==> src/design/assert_macros.svh <==
// Assertion helpers used by the RTL. Both forms sample on clk and are
// disabled while rst_n is low, so the enclosing module must have those names.
`ifndef ASSERT_MACROS_SVH
`define ASSERT_MACROS_SVH

// Same-cycle implication.
`define KLI_ASSERT_IMP(label, ante, cons, msg) \
    label: assert property (@(posedge clk) disable iff (!rst_n) (ante) |-> (cons)) \
        else $error(msg);

// Next-cycle implication.
`define KLI_ASSERT_NXT(label, ante, cons, msg) \
    label: assert property (@(posedge clk) disable iff (!rst_n) (ante) |=> (cons)) \
        else $error(msg);

`endif

==> src/design/kli_pkg.sv <==
`timescale 1ns / 1ps

package kli_pkg;

    localparam int POSE_W     = 31;
    localparam int CUR_W      = 32;
    localparam int STEPS_W    = 10;
    localparam int ACTION_W   = 2;
    localparam int NUM_COMP   = 4;
    localparam int COMP_W     = 2;
    localparam int DIV_CNT_W  = $clog2(CUR_W);

    localparam logic [STEPS_W-1:0] STEPS_RESET = 10'd190;

    // Action codes of an input word.
    localparam logic [ACTION_W-1:0] ACT_TICK   = 2'd0;
    localparam logic [ACTION_W-1:0] ACT_SAVE   = 2'd1;
    localparam logic [ACTION_W-1:0] ACT_TOGGLE = 2'd2;

    // Pose components.
    localparam logic [COMP_W-1:0] COMP_X       = 2'd0;
    localparam logic [COMP_W-1:0] COMP_Y       = 2'd1;
    localparam logic [COMP_W-1:0] COMP_Z       = 2'd2;
    localparam logic [COMP_W-1:0] COMP_HEADING = 2'd3;

    typedef struct packed {
        logic [POSE_W-1:0] x;
        logic [POSE_W-1:0] y;
        logic [POSE_W-1:0] z;
        logic [POSE_W-1:0] heading;
    } pose_t;

    typedef enum logic [2:0] {
        ST_IDLE,
        ST_RD_A,
        ST_RD_B,
        ST_DIV_GO,
        ST_DIV_WAIT
    } kli_state_t;

    function automatic logic [POSE_W-1:0] pose_field(pose_t p, logic [COMP_W-1:0] k);
        logic [POSE_W-1:0] f;
        case (k)
            COMP_X:       f = p.x;
            COMP_Y:       f = p.y;
            COMP_Z:       f = p.z;
            COMP_HEADING: f = p.heading;
            default:      f = p.x;
        endcase
        return f;
    endfunction

    function automatic logic [CUR_W-1:0] sext_pose(logic [POSE_W-1:0] v);
        return {v[POSE_W-1], v};
    endfunction

endpackage

==> src/design/kli_kf_mem.sv <==
`timescale 1ns / 1ps

// Keyframe store: one write port and one read port with registered read data.
module kli_kf_mem #(
    parameter int DEPTH = 8,
    parameter int AW    = 3
) (
    input  logic                clk,
    input  logic                we,
    input  logic [AW-1:0]       waddr,
    input  kli_pkg::pose_t      wdata,
    input  logic                re,
    input  logic [AW-1:0]       raddr,
    output kli_pkg::pose_t      rdata
);

    kli_pkg::pose_t mem [DEPTH];
    kli_pkg::pose_t rdata_reg;

    always_ff @(posedge clk)
    begin
        if (we)
        begin
            mem[waddr] <= wdata;
        end
    end

    always_ff @(posedge clk)
    begin
        if (re)
        begin
            rdata_reg <= mem[raddr];
        end
    end

    assign rdata = rdata_reg;

endmodule

==> src/design/kli_div.sv <==
`timescale 1ns / 1ps

// Signed by unsigned restoring divider, one quotient bit per cycle.
// The quotient truncates toward zero; done pulses for one cycle when it is ready.
module kli_div (
    input  logic                             clk,
    input  logic                             rst_n,
    input  logic                             start,
    input  logic [kli_pkg::CUR_W-1:0]        dividend,
    input  logic [kli_pkg::STEPS_W-1:0]      divisor,
    output logic                             done,
    output logic [kli_pkg::CUR_W-1:0]        quotient
);

    localparam int W  = kli_pkg::CUR_W;
    localparam int DW = kli_pkg::STEPS_W;
    localparam int CNTW = kli_pkg::DIV_CNT_W;

    logic            busy_reg, busy_next;
    logic            done_reg, done_next;
    logic [CNTW-1:0] cnt_reg, cnt_next;
    logic [DW-1:0]   rem_reg, rem_next;
    logic [W-1:0]    quo_reg, quo_next;
    logic            neg_reg, neg_next;
    logic [DW-1:0]   d_reg, d_next;

    logic [DW:0]     shifted;
    logic [DW:0]     trial;
    logic            fits;

    assign shifted = {rem_reg, quo_reg[W-1]};
    assign trial   = shifted - {1'b0, d_reg};
    assign fits    = shifted >= {1'b0, d_reg};

    always_comb
    begin
        busy_next = busy_reg;
        done_next = 1'b0;
        cnt_next  = cnt_reg;
        rem_next  = rem_reg;
        quo_next  = quo_reg;
        neg_next  = neg_reg;
        d_next    = d_reg;
        if (start)
        begin
            busy_next = 1'b1;
            cnt_next  = '0;
            rem_next  = '0;
            neg_next  = dividend[W-1];
            quo_next  = dividend[W-1] ? (~dividend + W'(1)) : dividend;
            d_next    = divisor;
        end
        else if (busy_reg)
        begin
            rem_next = fits ? trial[DW-1:0] : shifted[DW-1:0];
            quo_next = {quo_reg[W-2:0], fits};
            cnt_next = cnt_reg + CNTW'(1);
            if (cnt_reg == CNTW'(W - 1))
            begin
                busy_next = 1'b0;
                done_next = 1'b1;
            end
        end
    end

    always_ff @(posedge clk or negedge rst_n)
    begin
        if (!rst_n)
        begin
            busy_reg <= 1'b0;
            done_reg <= 1'b0;
            cnt_reg  <= '0;
        end
        else
        begin
            busy_reg <= busy_next;
            done_reg <= done_next;
            cnt_reg  <= cnt_next;
        end
    end

    always_ff @(posedge clk)
    begin
        rem_reg <= rem_next;
        quo_reg <= quo_next;
        neg_reg <= neg_next;
        d_reg   <= d_next;
    end

    assign done     = done_reg;
    assign quotient = neg_reg ? (~quo_reg + W'(1)) : quo_reg;

endmodule

==> src/design/keyframe_linear_interpolator_unit.sv <==
`timescale 1ns / 1ps

// Keyframe linear interpolator.
// An input word is taken at a rising edge where start is high and busy is low.
// action selects tick, save keyframe (from pose_x/y/z/heading) or toggle
// playback. Every word yields exactly one result word, presented for a single
// cycle with done high; the receiver cannot stall, so it must take it then.
// Saves, ordinary ticks, stop requests and unused codes need no division:
// done is high in the cycle after the accepting edge and busy never rises, so
// such words may arrive every cycle.
// A toggle that starts playback, and a tick that crosses into a new segment,
// read two keyframes from the store and run four divisions on one shared
// restoring divider that retires one quotient bit per cycle. The sequencer
// passes through ST_RD_A and ST_RD_B, then ST_DIV_GO and ST_DIV_WAIT for
// each component; busy stays high until done rises.
// steps_per_segment is written through cfg_we / cfg_wdata and is meant to be
// changed only while the block is idle. Reset stops playback, empties the
// store, clears the pose and increments and sets steps_per_segment to 190.
module keyframe_linear_interpolator_unit #(
    parameter int MAX_KEYFRAMES = 8
) (
    input  logic                          clk,
    input  logic                          rst_n,
    input  logic                          start,
    output logic                          busy,
    input  logic [1:0]                    action,
    input  logic signed [30:0]            pose_x,
    input  logic signed [30:0]            pose_y,
    input  logic signed [30:0]            pose_z,
    input  logic signed [30:0]            pose_heading,
    input  logic                          cfg_we,
    input  logic [9:0]                    cfg_wdata,
    output logic                          done,
    output logic signed [31:0]            cur_x,
    output logic signed [31:0]            cur_y,
    output logic signed [31:0]            cur_z,
    output logic signed [31:0]            cur_heading,
    output logic                          is_playing,
    output logic [2:0]                    segment,
    output logic [3:0]                    stored_count,
    output logic                          save_refused
);

    localparam int AW  = $clog2(MAX_KEYFRAMES);
    localparam int FCW = $clog2(MAX_KEYFRAMES + 1);
    localparam int CW  = FCW + 1;
    localparam int NC  = kli_pkg::NUM_COMP;
    localparam int PW  = kli_pkg::CUR_W;
    localparam int SW  = kli_pkg::STEPS_W;

    // Control state.
    kli_pkg::kli_state_t state_reg, state_next;
    logic [SW-1:0]       steps_reg;
    logic [FCW-1:0]      fc_reg, fc_next;
    logic [AW-1:0]       seg_reg, seg_next;
    logic [SW-1:0]       tick_reg, tick_next;
    logic                playing_reg, playing_next;
    logic                load_reg, load_next;
    logic [kli_pkg::COMP_W-1:0] comp_reg, comp_next;
    logic                done_reg, done_next;
    logic                refused_reg, refused_next;

    // Pose and increments.
    logic [PW-1:0]       cur_reg [NC];
    logic [PW-1:0]       cur_next [NC];
    logic [PW-1:0]       step_reg [NC];
    logic [PW-1:0]       step_next [NC];

    // Keyframes of the segment being set up.
    kli_pkg::pose_t      a_reg, b_reg;

    // Store and divider hookup.
    logic                mem_we, mem_re;
    logic [AW-1:0]       mem_waddr, mem_raddr;
    kli_pkg::pose_t      mem_wdata, mem_rdata;
    logic                div_start, div_done;
    logic [PW-1:0]       div_dividend, div_quotient;

    logic                accept;
    logic [SW-1:0]       eff_steps;
    logic                tick_end;
    logic [AW-1:0]       seg_inc;
    logic [CW-1:0]       seg_ext, fc_ext;
    logic                seg_last;
    logic                start_play;
    logic                needs_div;

    assign busy   = (state_reg != kli_pkg::ST_IDLE);
    assign accept = start && !busy;

    // A zero step count behaves as one.
    assign eff_steps  = (steps_reg == '0) ? SW'(1) : steps_reg;
    assign tick_end   = (tick_reg >= eff_steps);
    assign seg_inc    = seg_reg + AW'(1);
    assign seg_ext    = {{(CW - AW){1'b0}}, seg_reg};
    assign fc_ext     = {1'b0, fc_reg};
    // The next segment would start past the second-to-last keyframe.
    assign seg_last   = (seg_ext + CW'(3)) > fc_ext;
    assign start_play = !playing_reg && (fc_reg > FCW'(1));

    assign needs_div = ((action == kli_pkg::ACT_TICK) && playing_reg && tick_end && !seg_last)
                    || ((action == kli_pkg::ACT_TOGGLE) && start_play);

    assign mem_wdata.x       = pose_x;
    assign mem_wdata.y       = pose_y;
    assign mem_wdata.z       = pose_z;
    assign mem_wdata.heading = pose_heading;
    assign mem_waddr         = fc_reg[AW-1:0];

    // Difference of the selected component, both keyframes widened to 32 bits.
    assign div_dividend = kli_pkg::sext_pose(kli_pkg::pose_field(b_reg, comp_reg))
                        - kli_pkg::sext_pose(kli_pkg::pose_field(a_reg, comp_reg));

    kli_kf_mem #(
        .DEPTH (MAX_KEYFRAMES),
        .AW    (AW)
    ) u_kf_mem (
        .clk   (clk),
        .we    (mem_we),
        .waddr (mem_waddr),
        .wdata (mem_wdata),
        .re    (mem_re),
        .raddr (mem_raddr),
        .rdata (mem_rdata)
    );

    kli_div u_div (
        .clk      (clk),
        .rst_n    (rst_n),
        .start    (div_start),
        .dividend (div_dividend),
        .divisor  (eff_steps),
        .done     (div_done),
        .quotient (div_quotient)
    );

    // Sequencer: next state.
    always_comb
    begin
        state_next = state_reg;
        case (state_reg)
            kli_pkg::ST_IDLE:
            begin
                if (accept && needs_div)
                begin
                    state_next = kli_pkg::ST_RD_A;
                end
            end
            kli_pkg::ST_RD_A:   state_next = kli_pkg::ST_RD_B;
            kli_pkg::ST_RD_B:   state_next = kli_pkg::ST_DIV_GO;
            kli_pkg::ST_DIV_GO: state_next = kli_pkg::ST_DIV_WAIT;
            kli_pkg::ST_DIV_WAIT:
            begin
                if (div_done)
                begin
                    state_next = (comp_reg == kli_pkg::COMP_HEADING) ? kli_pkg::ST_IDLE
                                                                     : kli_pkg::ST_DIV_GO;
                end
            end
            default:            state_next = kli_pkg::ST_IDLE;
        endcase
    end

    // Sequencer: datapath and store controls.
    always_comb
    begin
        fc_next      = fc_reg;
        seg_next     = seg_reg;
        tick_next    = tick_reg;
        playing_next = playing_reg;
        load_next    = load_reg;
        comp_next    = comp_reg;
        done_next    = 1'b0;
        refused_next = refused_reg;
        for (int k = 0; k < NC; k++)
        begin
            cur_next[k]  = cur_reg[k];
            step_next[k] = step_reg[k];
        end
        mem_we    = 1'b0;
        mem_re    = 1'b0;
        mem_raddr = seg_inc;
        div_start = 1'b0;

        case (state_reg)
            kli_pkg::ST_IDLE:
            begin
                if (accept)
                begin
                    refused_next = 1'b0;
                    case (action)
                        kli_pkg::ACT_TICK:
                        begin
                            if (playing_reg && tick_end)
                            begin
                                if (seg_last)
                                begin
                                    seg_next     = '0;
                                    playing_next = 1'b0;
                                    done_next    = 1'b1;
                                end
                                else
                                begin
                                    // First keyframe of the new segment.
                                    seg_next  = seg_inc;
                                    tick_next = '0;
                                    load_next = 1'b0;
                                    mem_re    = 1'b1;
                                    mem_raddr = seg_inc;
                                end
                            end
                            else if (playing_reg)
                            begin
                                for (int k = 0; k < NC; k++)
                                begin
                                    cur_next[k] = cur_reg[k] + step_reg[k];
                                end
                                tick_next = tick_reg + SW'(1);
                                done_next = 1'b1;
                            end
                            else
                            begin
                                done_next = 1'b1;
                            end
                        end
                        kli_pkg::ACT_SAVE:
                        begin
                            if (fc_reg < FCW'(MAX_KEYFRAMES))
                            begin
                                mem_we  = 1'b1;
                                fc_next = fc_reg + FCW'(1);
                            end
                            else
                            begin
                                refused_next = 1'b1;
                            end
                            done_next = 1'b1;
                        end
                        kli_pkg::ACT_TOGGLE:
                        begin
                            if (start_play)
                            begin
                                seg_next     = '0;
                                tick_next    = '0;
                                playing_next = 1'b1;
                                load_next    = 1'b1;
                                mem_re       = 1'b1;
                                mem_raddr    = '0;
                            end
                            else
                            begin
                                playing_next = 1'b0;
                                done_next    = 1'b1;
                            end
                        end
                        default:
                        begin
                            done_next = 1'b1;
                        end
                    endcase
                end
            end
            kli_pkg::ST_RD_A:
            begin
                // Keyframe a is on the read port; fetch keyframe b next.
                if (load_reg)
                begin
                    for (int k = 0; k < NC; k++)
                    begin
                        cur_next[k] = kli_pkg::sext_pose(
                            kli_pkg::pose_field(mem_rdata, kli_pkg::COMP_W'(k)));
                    end
                end
                mem_re    = 1'b1;
                mem_raddr = seg_inc;
            end
            kli_pkg::ST_RD_B:
            begin
                comp_next = kli_pkg::COMP_X;
            end
            kli_pkg::ST_DIV_GO:
            begin
                div_start = 1'b1;
            end
            kli_pkg::ST_DIV_WAIT:
            begin
                if (div_done)
                begin
                    step_next[comp_reg] = div_quotient;
                    if (comp_reg == kli_pkg::COMP_HEADING)
                    begin
                        done_next = 1'b1;
                    end
                    else
                    begin
                        comp_next = comp_reg + kli_pkg::COMP_W'(1);
                    end
                end
            end
            default:
            begin
                done_next = 1'b0;
            end
        endcase
    end

    always_ff @(posedge clk or negedge rst_n)
    begin
        if (!rst_n)
        begin
            state_reg   <= kli_pkg::ST_IDLE;
            fc_reg      <= '0;
            seg_reg     <= '0;
            tick_reg    <= '0;
            playing_reg <= 1'b0;
            load_reg    <= 1'b0;
            comp_reg    <= kli_pkg::COMP_X;
            done_reg    <= 1'b0;
            refused_reg <= 1'b0;
            for (int k = 0; k < NC; k++)
            begin
                cur_reg[k]  <= '0;
                step_reg[k] <= '0;
            end
        end
        else
        begin
            state_reg   <= state_next;
            fc_reg      <= fc_next;
            seg_reg     <= seg_next;
            tick_reg    <= tick_next;
            playing_reg <= playing_next;
            load_reg    <= load_next;
            comp_reg    <= comp_next;
            done_reg    <= done_next;
            refused_reg <= refused_next;
            for (int k = 0; k < NC; k++)
            begin
                cur_reg[k]  <= cur_next[k];
                step_reg[k] <= step_next[k];
            end
        end
    end

    // Configuration register.
    always_ff @(posedge clk or negedge rst_n)
    begin
        if (!rst_n)
        begin
            steps_reg <= kli_pkg::STEPS_RESET;
        end
        else if (cfg_we)
        begin
            steps_reg <= cfg_wdata;
        end
    end

    // Segment keyframes, taken from the registered read data in ST_RD_A and ST_RD_B.
    always_ff @(posedge clk)
    begin
        if (state_reg == kli_pkg::ST_RD_A)
        begin
            a_reg <= mem_rdata;
        end
        if (state_reg == kli_pkg::ST_RD_B)
        begin
            b_reg <= mem_rdata;
        end
    end

    // Result word. The state registers already hold the post-item values
    // during the strobe cycle, and no new word can land before it ends.
    logic [AW+2:0]  seg_wide;
    logic [FCW+3:0] fc_wide;

    assign seg_wide = {3'b000, seg_reg};
    assign fc_wide  = {4'b0000, fc_reg};

    assign done         = done_reg;
    assign cur_x        = cur_reg[kli_pkg::COMP_X];
    assign cur_y        = cur_reg[kli_pkg::COMP_Y];
    assign cur_z        = cur_reg[kli_pkg::COMP_Z];
    assign cur_heading  = cur_reg[kli_pkg::COMP_HEADING];
    assign is_playing   = playing_reg;
    assign segment      = seg_wide[2:0];
    assign stored_count = fc_wide[3:0];
    assign save_refused = refused_reg;

`include "assert_macros.svh"

    `KLI_ASSERT_IMP(a_no_strobe_in_flight, busy, !done_reg, "result strobe while a word is in flight")
    `KLI_ASSERT_IMP(a_store_bound, 1'b1, fc_reg <= FCW'(MAX_KEYFRAMES), "keyframe count beyond store depth")
    `KLI_ASSERT_IMP(a_segment_bound, playing_reg, (seg_ext + CW'(2)) <= fc_ext, "segment past last keyframe pair")
    `KLI_ASSERT_IMP(a_div_owner, div_done, state_reg == kli_pkg::ST_DIV_WAIT, "quotient returned while not waiting")
    `KLI_ASSERT_NXT(a_save_one_cycle, accept && (action == kli_pkg::ACT_SAVE), done_reg, "save did not finish in one cycle")

endmodule

==> config.mk <==
export PLATFORM = sky130hd
export DESIGN_NAME = keyframe_linear_interpolator_unit
export DESIGN_NICKNAME = d
export VERILOG_FILES = /design/src/design/kli_pkg.sv /design/src/design/kli_kf_mem.sv /design/src/design/kli_div.sv /design/src/design/keyframe_linear_interpolator_unit.sv
export VERILOG_INCLUDE_DIRS = /design/src /design/src/design
export SDC_FILE = /design/constraint.sdc
export NUM_CORES = 2
export LEC_CHECK = 0
export BUFFER_PORTS_ARGS = -buffer_cell sky130_fd_sc_hd__buf_2
export CAP_MARGIN = 20
export CELL_PAD_IN_SITES_DETAIL_PLACEMENT = 0
export CELL_PAD_IN_SITES_GLOBAL_PLACEMENT = 2
export CORE_ASPECT_RATIO = 0.7
export CORE_UTILIZATION = 30
export DETAILED_ROUTE_END_ITERATION = 6
export PLACE_DENSITY = 0.58
export SLEW_MARGIN = 40
export SYNTH_ARGS = -nofsm -noshare
export SYNTH_HDL_FRONTEND = slang
export SYNTH_SLANG_ARGS = --single-unit
==> constraint.sdc <==
create_clock -name clk -period 17 [get_ports clk]
set_input_delay 1.7 -clock clk [delete_from_list [all_inputs] [get_ports clk]]
set_output_delay 1.7 -clock clk [all_outputs]
set_load 0.01 [all_outputs]
# Word level (Yosys, flattened, before mapping)
# Memory sizes are Yosys's and may differ from the RTL's. A register that Yosys moved wholly into a read port is not among the register bits.
# Cells that the tools add are included.
# Widths: inputs -> output; s select.
# word_totals
reg_bits	600
mem_bits_rw	992
input_bits	140
output_inout_bits	139
word_cells	189
memories	1
# mem_list
memory	depth	word_bits	read_ports	rd_clocked_by_memory_dff	wr	line_no	text
u_kf_mem.mem	8	124	1	1	1	kli_kf_mem.sv:17	kli_pkg::pose_t mem [DEPTH];
# op_classes
add_sub_neg	14
n_lt_le_gt_ge	7
n_eq_ne	24
mux	75
n_bitwise	3
n_reduce_logical	32
# ops
operator	n
$mux 128	5
$pmux 128 s2	1
$pmux 31 s4	2
$mux 32	5
$add 32x32->32	4
$bwmux 128	1
$add 32x1->32 const B	2
$demux 32 s2	1
$not 32->32	2
$mux 10	6
$sub 31x31->32	1
$mux 1	30
$mux 3	9
$ne 2x2->1 const B	10
$pmux 10 s2	1
$reduce_and 6->1	3
$pmux 3 s5	1
$pmux 1 s2	6
$ge 11x10->1	1
$add 10x1->10 const B	1
$ge 10x10->1	1
$logic_not 10->1	1
$mux 5	2
$reduce_and 5->1	2
other kinds (34)	57

# Depth between registers and ports, before layout
# logic_depth
depth_word	9
mapped_depth	22
depth_no_buf	19

# Modules after synthesis
# A second synthesis with hierarchy kept.
# unflattened
cells_unflattened	4679
hier_area_um2	73977.2
# by_module_without_submodules
module	instances	cells_per_inst	area_per_inst_um2	seq_area_each_um2
kli_kf_mem	1	1571	41018.1	33512.1
keyframe_linear_interpolator_unit	1	2657	28737.6	14761.7
kli_div	1	451	4221.5	1666.6

# Worst setup path before layout
# Ideal clock, no wire load.
# synth_timing
path_type	input to register
from	input start
to	memory u_kf_mem.mem[0][0] (netlist name) (enable)
t_arrival_ns	13.909
slack_ns	2.180
stages	3
n_path_buf	0
cell_sequence	nand2_1 or3_1 nor4_1
# synth_between
elab_chain_len	5
# synth_rtl
item	line_no	text
start: declaration	keyframe_linear_interpolator_unit.sv:24	input logic start,
$logic_and 1x1->1	keyframe_linear_interpolator_unit.sv:89	assign accept = start && !busy;
$mux 1	keyframe_linear_interpolator_unit.sv:188	if (accept)
$mux 1	keyframe_linear_interpolator_unit.sv:185	case (state_reg)
$mux 1	kli_kf_mem.sv:22	if (we)
$mux 1 (implied by the code)	kli_kf_mem.sv:24	mem[waddr] <= wdata;
end: declaration	kli_kf_mem.sv:17	
# No other way between the ends.

# Worst setup path in the final report
# layout_timing
from	register comp_reg[1] (netlist name)
to	register u_div.quo_reg[25] (data pin)
# layout_between
elab_chain_len	7
elab_cells_between_ends	11
cone_classes	add/sub: 2; eq/ne: 3; mux: 4; bitwise: 1; reduce/logical: 1
# layout_rtl
item	line_no	text
start: declaration	keyframe_linear_interpolator_unit.sv:59	logic [kli_pkg::COMP_W-1:0] comp_reg, comp_next;
start signal: assignment	keyframe_linear_interpolator_unit.sv:317	comp_reg <= kli_pkg::COMP_X;
start signal: assignment	keyframe_linear_interpolator_unit.sv:334	comp_reg <= comp_next;
$eq 2x2->1 (tied with other cells)	kli_pkg.sv:43	case (k)
$pmux 31 s4	kli_pkg.sv:43	
$sub 31x31->32 *	keyframe_linear_interpolator_unit.sv:112	- kli_pkg::sext_pose(kli_pkg::pose_field(a_reg, comp_reg));
$not 32->32	kli_div.sv:50	quo_next = dividend[W-1] ? (~dividend + W'(1)) : dividend;
$add 32x1->32	kli_div.sv:50	
$mux 32 *	kli_div.sv:50	
$mux 32 *	kli_div.sv:44	if (start)
net u_div.quo_next[25]	kli_div.sv:23	logic [W-1:0] quo_reg, quo_next;
end signal: assignment	kli_div.sv:85	quo_reg <= quo_next;
end: declaration	kli_div.sv:23	
# The timed path passes the listed nets; every way through them passes the cells marked *.
# A chain may end at the register's enable or synchronous reset.

==> out/qor.tcl <==
set qor(result_of_the_run) {complete, no violations}
set qor(groute.usage.overall_pct) 20.86
set qor(finalClockSkew_ps) 105.2
set qor(timing.rr.start) {comp_reg[1]$_DFFE_PN0P_}
set qor(cp_endpoint_kind) {flop}
set qor(place_hpwl_um) 179400
set qor(firstDrtPassIters) 7
set qor(synth_enable_flop_cells) 1407
set qor(cts.path.max_buffers) 4
set qor(yosys.cell_types.count) 95
set qor(first_global_vias) 49162
set qor(flip_flop_and_latch_count_after_synthesis) 1716
set qor(timing.critical_path.required_ps) 17560
set qor(slew-limit-headroom_pct) 36.92
set qor(worst_setup_path_start_kind) {flop}
set qor(hold_class) {reg -> reg}
set qor(postCtsSetupBuffers) 0
set qor(cts_max_level) 4
set qor(syn_area_sq_um) 75730
set qor(floorplan.core_area_sq_um) 249600
set qor(post_synth_main_area_contributors) {sky130_fd_sc_hd__edfxtp_1 56%, sky130_fd_sc_hd__dfrtp_1 9.7%, sky130_fd_sc_hd__nand2_1 5.8%}
set qor(layout.cells.most_common_list) {1407 x sky130_fd_sc_hd__edfxtp_1, 1166 x sky130_fd_sc_hd__nand2_1, 491 x sky130_fd_sc_hd__o21ai_0, 431 x sky130_fd_sc_hd__nand3_1, 297 x sky130_fd_sc_hd__nor2_1}
set qor(post_route_cells_drive_above_1_share_pct) 11.46
set qor(path_class) {reg -> reg}
set qor(tightestPinTransition_ps) 946.2
set qor(avgViaCountPerCell) 5.116
set qor(tritoncts_num_sinks) 1716
set qor(die_area_sq_um) 254500
set qor(synth.yosys.warnings) 0
set qor(utilization_pct) 35.00
set qor(clock_latency_ps) 890
set qor(power.ir.vdd_worst_uv) 160.7
set qor(grtUsageMet3_pct) 4.840
set qor(tritoncts.num_buffers) 187
set qor(slew_viol_final) 0
set qor(critPathSlowestCell) {sky130_fd_sc_hd__buf_4}
set qor(ys_seq_area_share_pct) 65.95
set qor(finalHoldViolCount) 0
set qor(post_synth_inst_count) 6250
set qor(drv_cap) 0
set qor(fin_setup_tns_ps) 0
set qor(finalNonFillerCells) 9969
set qor(largest_register_ff_count) 992
set qor(first_pass_grt_wire_length_um) 381500
set qor(busiest_layer) {met2}
set qor(layout_commonest_cell) {sky130_fd_sc_hd__edfxtp_1}
set qor(drc_markers) 0
set qor(yosysTopAreaCell) {sky130_fd_sc_hd__edfxtp_1}
set qor(regToRegEndpoint) {u_div.quo_reg[25]$_DFFE_PP_}
set qor(worst_reg_to_reg_path_cell_count) 21
set qor(grt_antenna_before_repair) 106
set qor(grt_setup_unrepaired) {no}
set qor(maximum_number_of_pins_on_one_net_before_global_route_repair) 149
set qor(post_cts_resize_count) 0
set qor(syn_to_final_growth_pct) 15.39
set qor(initial_core_util_pct) 30.34
set qor(holdPathStages) 2
set qor(grt.met2_usage_pct) 31.97
set qor(worst_setup_hold_path_clk_slew_ps) 60
set qor(layout_min_cycle_time_ps) 6374
set qor(grt-ovfl-total) 0
set qor(globalRouteMet1Util_pct) 29.88
set qor(synth_top_area_share_pct) 55.79
set qor(hold_buffers) 0
set qor(vias_after_detailed_routing) 50997
set qor(cts.root.buffer_cell) {sky130_fd_sc_hd__clkbuf_16}
set qor(slowest_cell_delay_on_critical_path_ps) 580
set qor(finalSetupViolations) 0
set qor(post_drt_wl_per_cell_um) 27.11
set qor(power.leakage_nw) 32.24
set qor(final_min_period_over_clock_period_pct) 37.49
set qor(drt_iter0_drc) 4897
set qor(cts_tree) {built}
set qor(power_density_nw_per_um2) 181.6
set qor(totalWireLength_um) 270200
set qor(syn_area_per_cell_sq_um) 12.12
set qor(timing.critical_path.cells) {inv_1 -> ha_2 -> buf_4 -> a222oi_1 -> clkbuf_2 -> nand2_1 -> o21ai_0 -> ha_1 -> nand2_1 -> a211oi_2 -> o21ai_0 -> a21oi_1 -> o21ai_1 -> a21boi_0 -> o21a_1 -> o31a_1 -> buf_4 -> inv_1 -> o21a_1 -> xnor2_1 -> mux2_2}
set qor(min_to) {u_div.rem_reg[9]$_SDFFE_PP0P_}
set qor(placementRows) 153
set qor(max_freq_mhz) 156.9
set qor(min_from) {u_div.rem_reg[9]$_SDFFE_PP0P_}
set qor(synth_async_sr_flop_share_pct) 17.42
set qor(timing.critical_path.fanout_max) 44
set qor(gp_congestion) 0.8173
set qor(die_x_um) 602.5
set qor(finish.net_count) 6830
set qor(die_h_um) 422.3
set qor(ff2ff_setup_slack_ps) 10630
set qor(syn_nets) 6590
set qor(drtAntennaViolNets) 0
set qor(synthFlopType) {sky130_fd_sc_hd__edfxtp_1}
set qor(worstPathArrival_ps) 6930
set qor(pin_count) 279
set qor(numPortBuffers) 278
set qor(placed_cells) 9627
-- worst max-delay path by stage --
stage / startpoint / slack (ps) / endpoint / cells after the start
after detailed placement: action[1] / 10210 / u_kf_mem.rdata[88]$_DFFE_PP_ / 11
final: comp_reg[1]$_DFFE_PN0P_ / 10630 / u_div.quo_reg[25]$_DFFE_PP_ / 21
after CTS: comp_reg[1]$_DFFE_PN0P_ / 10680 / u_div.quo_reg[25]$_DFFE_PP_ / 20
after global routing: comp_reg[1]$_DFFE_PN0P_ / 10210 / u_div.quo_reg[25]$_DFFE_PP_ / 21
after floorplan: start / 2180 / u_kf_mem.mem[0][0]$_DFFE_PP_ / 3
after global placement: action[1] / 9900 / u_kf_mem.rdata[89]$_DFFE_PP_ / 11
-- final cells by class --
type	count	area, sq um
fill	24665	162300
sequential	1716	49940
multi-input combinational	4077	24560
clock buffer	252	5055
tap	3332	4169
timing repair buffer	402	2648
clock inverter	70	563.0
inverter	106	406.6
antenna	14	35.03
-- cells in the mapped netlist, types with 53 or more instances --
library cell and n:
sky130_fd_sc_hd__a21o_1 77, sky130_fd_sc_hd__a21oi_1 286, sky130_fd_sc_hd__a222oi_1 60, sky130_fd_sc_hd__a32o_1 126
sky130_fd_sc_hd__clkbuf_1 326, sky130_fd_sc_hd__dfrtp_1 293, sky130_fd_sc_hd__edfxtp_1 1407, sky130_fd_sc_hd__ha_1 194
sky130_fd_sc_hd__inv_1 105, sky130_fd_sc_hd__mux2i_1 141, sky130_fd_sc_hd__nand2_1 1175, sky130_fd_sc_hd__nand3_1 431
sky130_fd_sc_hd__nor2_1 302, sky130_fd_sc_hd__nor3_1 53, sky130_fd_sc_hd__o21ai_0 497, sky130_fd_sc_hd__xnor2_1 82
sky130_fd_sc_hd__xor2_1 89
-- power breakdown --
part | leakage [nW] | internal [mW] | switching, mW
Sequential | 16.5 | 5.44 | 0.861
Combinational | 13.0 | 1.82 | 3.83
Clock | 2.74 | 2.19 | 1.72
-- kinds of logic after synthesis --
kind of cell | count (synthesis) | share of synthesized area (%)
and+or+nand+nor | 2157 | 12.32
DFF | 1716 | 65.95
AOI/OAI and AO/OA | 1392 | 12.01
buffers and inverters | 457 | 2.280
adders and majority gates | 200 | 3.364
xor gates and xnor gates | 171 | 1.978
muxes | 157 | 2.102
-- worst max-delay path: cells and delay by family (launching register included) --
family | cells | cell delay [ps]
compound gates | 10 | 2450
buf+inv | 5 | 1450
fa+ha+maj | 2 | 920
flops | 1 | 410
simple gates | 2 | 380
mux | 1 | 270
xor+xnor | 1 | 120
-- through the flow --
stage          hold WS, ps  setup WS, ps  power [mW]  instance area (sq um)
4_1_cts              481.5         10680       16.08                  87220
2_1_floorplan        436.2          2180       9.425                  75730
3_5_place_dp         472.3         10210       12.10                  81610
5_1_grt              508.2         10210       16.76                  87350
3_3_place_gp         459.1          9903       12.04                  81160
6_report             476.9         10630       15.86                  87380
-- per-layer routing --
metal	routed length (um)	up-vias	share of wire, %
met3	19520	337	7.2
met4	5897	14	2.2
li1	-	23695	-
met1	125300	25514	46
met5	88	-	0.033
met2	119400	1437	44
Power figures use the tool's default switching activity.
